--- config.mk ---
export PLATFORM = sky130hd
export DESIGN_NAME = conv2d_ram
export DESIGN_NICKNAME = d
export VERILOG_FILES = /design/src/sv/conv2d_ram.sv
export SDC_FILE = /design/constraint.sdc
export NUM_CORES = 1
export LEC_CHECK = 0
export ABC_AREA = 1
export BUFFER_PORTS_ARGS = -buffer_cell sky130_fd_sc_hd__buf_2
export CAP_MARGIN = 15
export CORE_MARGIN = 1.5
export CORE_UTILIZATION = 50
export DETAILED_ROUTE_END_ITERATION = 8
export GPL_ROUTABILITY_DRIVEN = 0
export PLACE_DENSITY = 0.65
export SYNTH_ARGS = -nofsm -noshare
export SYNTH_HDL_FRONTEND = slang
export SYNTH_SLANG_ARGS = --single-unit
--- constraint.sdc ---
create_clock -name clk -period 5.02 [get_ports clk]
set_input_delay 0.502 -clock clk [delete_from_list [all_inputs] [get_ports clk]]
set_output_delay 0.502 -clock clk [all_outputs]
set_load 0.02 [all_outputs]
--- src/sv/conv2d_ram.sv ---
// generic single-port ram with registered read
module conv2d_ram #(
    parameter int WIDTH = 16,
    parameter int DEPTH = 64
) (
    input  logic                     clk,
    input  logic                     we,
    input  logic [$clog2(DEPTH)-1:0] addr,
    input  logic [WIDTH-1:0]         wdata,
    output logic [WIDTH-1:0]         rdata
);

    logic [WIDTH-1:0] mem [DEPTH];
    logic [WIDTH-1:0] rdata_reg;

    always_ff @(posedge clk)
    begin
        if (we)
        begin
            mem[addr] <= wdata;
        end
        rdata_reg <= mem[addr];
    end

    assign rdata = rdata_reg;

endmodule

* Word level (Yosys, flattened, before mapping)
Memories as Yosys holds them, arrays and structs flattened. A register that Yosys moved wholly into a read port is not among the register bits.
Index checks and enable logic that the tools add are counted.
** Word-level totals
- Register bits :: 0
- Bits in writable memories :: 1024
- Input bits :: 24
- Output and inout bits :: 16
- Word-level logic and storage cells :: 3
- Memories :: 1
** Memory list
- mem :: words 64, width 16, rd ports 1, clocked after Yosys merged registers in 1, write ports 1, RTL line 13 : logic [WIDTH-1:0] mem [DEPTH];
** Cells by class
- Mux-type cells :: 2
** Operators by type and width (number)
- $mux W1 :: 2

* Longest topological paths before layout
Gate-level depths: netlist of the first run.
- Depth in word-level cells :: 2
- Depth in mapped cells :: 15
- Depth with buffers taken out :: 11

* Worst setup path after synthesis of the first run
Ideal clock, no wire load.
- Path kind :: in2reg
- From :: input addr[0]
- To :: memory mem[41][0] (enable)
- Setup time :: 430 ps
- Arrival :: 2765 ps
- Required time :: 4590 ps
- Setup slack :: 1825 ps
- Stages on the path :: 6
- Path buffers :: 4
- Path through :: buf_2 > inv_2 > buf_6 > buf_6 > buf_2 > nor4_1
** RTL lines
- start, declared :: RTL line 8 : input logic [$clog2(DEPTH)-1:0] addr,
- end, declared :: RTL line 13
No word-level cell before the write port.

==> qor.csv, run 1 <==
stage,metric,value,unit
clock_tree,hold buffer count at cts,0,
clock_tree,Clock Latency Late Sink,0.68,ns
clock_tree,Root Buffer,clkbuf_16,
synth,post-synthesis register bit count,1040,
power,internal power,14.2,mW
critical_path,crit path cell chain,buf_8 > inv_8 > buf_12 > nand2_1 > nand2_1 > nand2_1 > nand2_1 > nand2_1 > nand2_1 > nand2_1 > nand2_1 > nor2_1 > nand2_1,
power,switch share,23.4,%
detailed_routing,DRC Markers,0,
sta,slew margin rel.,21.2,%
clock_tree,CTS tree,done,
global_route,pin count of the biggest net entering global routing,160,
power,Net Sw Power,4.36,mW
sta,Slew @ Worst Pin,1.18,ns
place,post-placement cell count,5365,
critical_path,crit-path most repeated cell,nand2_1,
synth,sequential area share after synthesis,71.3,%
power,Comb power frac,6.4,%
power,VDD IR max,0.000289,V
critical_path,maximum fanout along the worst path,159,
detailed_routing,DRT Pass-1 Iters,6,
finish,share of cells above drive strength 1,7.89,%
detailed_routing,routed len/inst,22.0,um
synth,Post-Syn Nets,4280,
clock_tree,"Setup Fix Bufs, Post-CTS",0,
sta,crit path time final,3.06,ns
hold_path,Min-Delay Path Class,in -> reg,
place,port bufs,39,
finish,Final Non-Filler Cells,5564,
finish,"commonest non-fill, non-tap cells in the layout","nand2_1, edfxtp_1, buf_4, clkbuf_16, nor2_1",
critical_path,max incr delay on CP,0.52,ns
sta,Max Fclk,327,MHz
critical_path,CP endpoint kind,flop,
finish,Register Area,0.0311,mm2
synth,mean post-synth cell area,10.2,um2
power,Reg power frac,51.9,%
floorplanning,row count,108,
critical_path,Critical Path AT,3.62,ns
power,Clk network pwr share,41.7,%
critical_path,Worst Setup Start Kind,input pin,
run,Max Cap Viol,0,
critical_path,Crit Path Category,in -> reg,
sta,post-route clock period utilization,61.0,%
finish,Antenna Cells,0,
clock_tree,number of gates resized after cts,0,
global_route,initial antenna violation count,2,
finish,Syn-to-layout area delta,11.6,%
sta,final hold viol count,0,
finish,final-layout fill cell count,7385,
detailed_routing,DRT iter0 DRCs,3542,
clock_tree,H-Tree Depth,3,
sta,RSZ-0062 raised after global routing,false,
floorplanning,Die Area,0.0889,mm2
detailed_routing,drt total wl,122,mm
detailed_routing,post-DR vias/cell,5.36,
critical_path,Critical Path RT,5.57,ns
finish,nets,4343,
finish,area occupied by multi-input gates,0.0114,mm2
sta,setup violators final,0,
floorplanning,Top Ports,40,
floorplanning,Core Area,0.0865,mm2
sta,Setup Skew,0.0198,ns
critical_path,Slowest cell on crit path,nor2_1,
sta,setup_tns,0,ns
global_route,vias in the first global route,28200,
synth,asr flop ratio synth,0,%
synth,Post-Syn Area,0.0436,mm2
clock_tree,CTS max path bufs,3,
global_route,Total GRT Usage,27.6,%
synth,Syn Inst Count,4256,
floorplanning,initial core utilization,50.4,%
finish,Largest register FFs,1024,
power,pwr dens,383,mW/mm2
floorplanning,Die X,298,um
power,leak pwr,20.4,nW
synth,Synth warnings,0,
finish,"commonest non-fill, non-tap cell in the layout",nand2_1,
outcome,status,finished clean,
floorplanning,Die H,298,um
clock_tree,# clock sinks,1040,
clock_tree,clock slew seen by the registers of the worst setup and hold paths,0.06,ns
synth,Post-synth top flop,edfxtp_1,
place,hpwl dp,70.3,mm
synth,Post-synth EDFFs,1024,
sta,max-slew violations,0,
detailed_routing,Final ANT Viol Nets,0,
clock_tree,CTS buffer count,107,
global_route,global route overflow,0,
global_route,first-pass GRT wire length,182,mm
detailed_routing,Vias,29800,
synth,count of different cell masters after synthesis,22,
[worst max-delay path: cells and delay by family]
kind	cells	cell delay (ns)
buffers and inverters	3	1.21
and+or+nand+nor	10	1.42
[stage by stage]
stage,power (mW),util (%),setup WS [ns],instance area (um2),hold WS (ns)
floorplan,10.5,-,1.82,43600,0.595
global placement,11.0,52.3,1.47,45200,0.743
detailed placement,11.0,52.3,1.48,45200,0.747
CTS,18.7,56.2,2.22,48600,0.338
global route,19.1,56.2,1.94,48600,0.359
finish,18.6,56.2,1.96,48600,0.351
[cell type report]
class                           count  area share (%)
Sequential cell                  1040            63.9
Inverter                           30           0.278
Clock buffer                      128            5.80
Timing Repair Buffer              160            2.45
Multi-Input combinational cell   2980            23.4
Clock inverter                     71            1.23
Tap cell                         1155            2.97
[metal layers]
metal  GRT usage [%]  part of all wire [%]
met1            40.7                    42
met2            42.1                    46
met3            4.42                   9.4
met4            8.53                   3.0
met5               0                0.0065
[final timing paths]
check | start | to | slack, ns | cells after the start
setup reg to reg | mem[46][7]$_DFFE_PP_ | rdata[7]$_DFF_P_ | 3.18 | 10
hold reg to reg | mem[42][14]$_DFFE_PP_ | rdata[14]$_DFF_P_ | 0.77 | 6
hold / removal | wdata[7] | mem[23][7]$_DFFE_PP_ | 0.35 | 1
setup / recovery | addr[0] | rdata[3]$_DFF_P_ | 1.96 | 13
[cells by family (layout without fill, tap and decap cells)]
family / count (synthesis) / after routing / synth area share, %
and+or+nand+nor: 2968 / 2968 / 25.9
DFF: 1040 / 1040 / 71.3
buffers and inverters: 236 / 389 / 2.64
AOI/OAI and AO/OA: 12 / 12 / 0.167
[power groups by stage]
stage	registers, mW	clock network (mW)	logic (mW)
2_1_floorplan	9.84	0	0.628
3_3_place_gp	9.83	0	1.18
3_5_place_dp	9.83	0	1.19
4_1_cts	9.65	7.84	1.19
5_1_grt	9.65	8.16	1.30
6_report	9.65	7.76	1.20
[synthesized netlist by cell type, types with 5 or more instances]
| cell type | instances | area (um2) |
|---|---|---|
| buf_2 | 112 | 561 |
| buf_6 | 9 | 101 |
| buf_1 | 14 | 52.6 |
| nor3_4 | 7 | 114 |
| nand2_1 | 2832 | 10600 |
| edfxtp_1 | 1024 | 30700 |
| o21ai_1 | 6 | 30.0 |
| dfxtp_1 | 16 | 320 |
| o211ai_1 | 5 | 37.5 |
| inv_2 | 10 | 37.5 |
| inv_1 | 18 | 67.6 |
| buf_4 | 14 | 105 |
| nor2_1 | 105 | 394 |
| nand3_1 | 13 | 65.1 |
| clkbuf_1 | 57 | 214 |
Note: power is estimated with default switching activity, not from simulation.
==> inputs of run 2 (changes only) <==
--- a/config.mk
+++ b/config.mk
@@ -12,7 +12,7 @@
 export CORE_UTILIZATION = 50
 export DETAILED_ROUTE_END_ITERATION = 8
 export GPL_ROUTABILITY_DRIVEN = 0
-export PLACE_DENSITY = 0.65
+export PLACE_DENSITY = 0.68
 export SYNTH_ARGS = -nofsm -noshare
 export SYNTH_HDL_FRONTEND = slang
 export SYNTH_SLANG_ARGS = --single-unit
==> constraint.sdc (replaced) <==
create_clock -name clk -period 2.5 [get_ports clk]
set_input_delay 0.25 -clock clk [delete_from_list [all_inputs] [get_ports clk]]
set_output_delay 0.25 -clock clk [all_outputs]
set_load 0.02 [all_outputs]
==> run 2 against run 1 <==
Sequential share of layout area fell by 0.95 points. Clock-buffer cell count grew 2. Global-route usage down 2.0 points. Routed wire length fell by 6.8%. Die area stayed put.
==> qor.csv, run 2 (synthesis gave the netlist of run 1 again) <==
stage,metric,value,unit
finish,"commonest non-fill, non-tap cells in the layout","nand2_1, edfxtp_1, buf_4, clkbuf_16, nor2_1",
power,Comb power frac,6.5,%
power,leak pwr,20.8,nW
critical_path,Crit Path Category,in -> reg,
detailed_routing,Vias,29400,
clock_tree,clock slew seen by the registers of the worst setup and hold paths,0.06,ns
detailed_routing,DRT Pass-1 Iters,5,
sta,Slew @ Worst Pin,0.900,ns
critical_path,worst reg-to-reg setup slack,0.94,ns
sta,slew margin rel.,40.0,%
run,Max Cap Viol,0,
power,internal power,28.8,mW
power,Clk network pwr share,41.5,%
global_route,Total GRT Usage,25.6,%
floorplanning,Die Area,0.0889,mm2
critical_path,CP endpoint kind,flop,
finish,Largest register FFs,1024,
clock_tree,H-Tree Depth,3,
detailed_routing,drt total wl,114,mm
outcome,status,finished clean,
clock_tree,Root Buffer,clkbuf_16,
global_route,initial antenna violation count,5,
critical_path,Critical Path RT,2.84,ns
finish,Syn-to-layout area delta,13.3,%
sta,setup violators final,0,
detailed_routing,DRT iter0 DRCs,3222,
finish,area occupied by multi-input gates,0.0114,mm2
sta,post-route clock period utilization,73.8,%
place,hpwl dp,66.8,mm
critical_path,Worst Setup Start Kind,input pin,
place,port bufs,39,
hold_path,Min-Delay Path Class,in -> reg,
sta,final hold viol count,0,
hold_path,Hold Crit Endpoint,mem[49][14]$_DFFE_PP_,
detailed_routing,post-DR vias/cell,5.24,
place,Post-DP Area,0.0459,mm2
sta,RSZ-0062 raised after global routing,false,
global_route,first-pass GRT wire length,171,mm
sta,max-slew violations,0,
global_route,pin count of the biggest net entering global routing,147,
global_route,global route overflow,0,
finish,Register Area,0.0311,mm2
floorplanning,Top Ports,40,
global_route,vias in the first global route,27500,
floorplanning,Core Area,0.0865,mm2
detailed_routing,DRC Markers,0,
clock_tree,Clock Latency Late Sink,0.68,ns
clock_tree,# clock sinks,1040,
power,pwr dens,754,mW/mm2
finish,final-layout fill cell count,7146,
floorplanning,row count,108,
sta,Max Fclk,542,MHz
power,Reg power frac,52.0,%
power,VDD IR max,0.000525,V
clock_tree,CTS tree,done,
sta,crit path time final,1.84,ns
critical_path,Critical Path AT,2.18,ns
floorplanning,initial core utilization,50.4,%
critical_path,maximum fanout along the worst path,21,
sta,Setup Skew,0.0297,ns
critical_path,Critical R2R Capture,rdata[2]$_DFF_P_,
power,Net Sw Power,8.42,mW
clock_tree,hold buffer count at cts,1,
critical_path,FF-to-FF path depth,10,
power,switch share,22.6,%
finish,share of cells above drive strength 1,8.54,%
hold_path,HP Start,wdata[14],
finish,final instance area,0.0493,mm2
detailed_routing,routed len/inst,20.3,um
finish,nets,4386,
hold_path,hold path depth,1,
clock_tree,number of gates resized after cts,0,
clock_tree,"Setup Fix Bufs, Post-CTS",0,
critical_path,RR Startpoint,mem[44][2]$_DFFE_PP_,
finish,"commonest non-fill, non-tap cell in the layout",nand2_1,
sta,setup_tns,0,ns
clock_tree,CTS max path bufs,3,
detailed_routing,Final ANT Viol Nets,0,
clock_tree,CTS buffer count,105,
floorplanning,Die X,298,um
floorplanning,Die H,298,um
==> run 2: cell types whose count changed in the layout (fill, tap and decap cells not counted), sizes merged <==
cell         previous run  this run
buf                   160       204
clkinv                 54        50
bufinv                  7         9
inv                    35        31
clkbuf                128       130
dlygate4sd3             0         1
diode                   0         3
clkinvlp                5         4
==> run 2: worst max path at each step <==
stage	slack [ns]	cells after the start	endpoint	start
4_1_cts	0.76	6	mem[19][2]$_DFFE_PP_	addr[1]
6_report	0.66	6	mem[19][15]$_DFFE_PP_	addr[1]
3_3_place_gp	0.09	6	mem[19][9]$_DFFE_PP_	addr[1]
2_1_floorplan	0.22	6	mem[41][0]$_DFFE_PP_	addr[0]
5_1_grt	0.62	6	mem[19][2]$_DFFE_PP_	addr[1]
3_5_place_dp	0.06	6	mem[19][6]$_DFFE_PP_	addr[1]
==> run 2: power groups by stage <==
stage / sequential [mW] / clock [mW] / combinational (mW)
after CTS: 19.4 / 15.6 / 2.41
after global placement: 19.7 / 0 / 2.38
after global routing: 19.4 / 16.2 / 2.65
after detailed placement: 19.7 / 0 / 2.40
final: 19.4 / 15.4 / 2.42
after floorplan: 19.8 / 0 / 1.26
==> run 2: cell type report <==
class,instances,share of cell area [%]
Sequential cell,1040,63.0
Clock inverter,64,1.17
Antenna cell,3,0.0152
Inverter,30,0.274
Timing Repair Buffer,205,3.91
Tap cell,1155,2.93
Multi-Input combinational cell,2980,23.1
Clock buffer,130,5.68
==> run 2: metrics by stage <==
step                      hold slack (ns)  power [mW]  setup slack, ns  utilization (%)  std cells
after floorplan                     0.349        21.0            0.221                -       4256
after global placement              0.639        22.1           0.0925             53.1       5409
after detailed placement            0.631        22.1           0.0586             53.1       5409
after CTS                          0.0321        37.4            0.759             57.1       5604
after global routing               0.0612        38.3            0.619             57.1       5604
final                              0.0635        37.2            0.655             57.1       5607
==> run 2: routing by layer <==
layer	vias to the layer above	global-route usage (%)	wire [um]
met4	4	8.53	3350
met3	199	3.84	10700
met2	1291	40.3	52900
met5	-	0	28
li1	14000	-	-
met1	13900	36.7	47000
==> run 2: worst max-delay path, stage by stage <==
cell,delay [ns]
buf_8,0.22
inv_8,0.09
nor2_1,0.31
nand3_1,0.67
nor2_1,0.31
buf_4,0.30
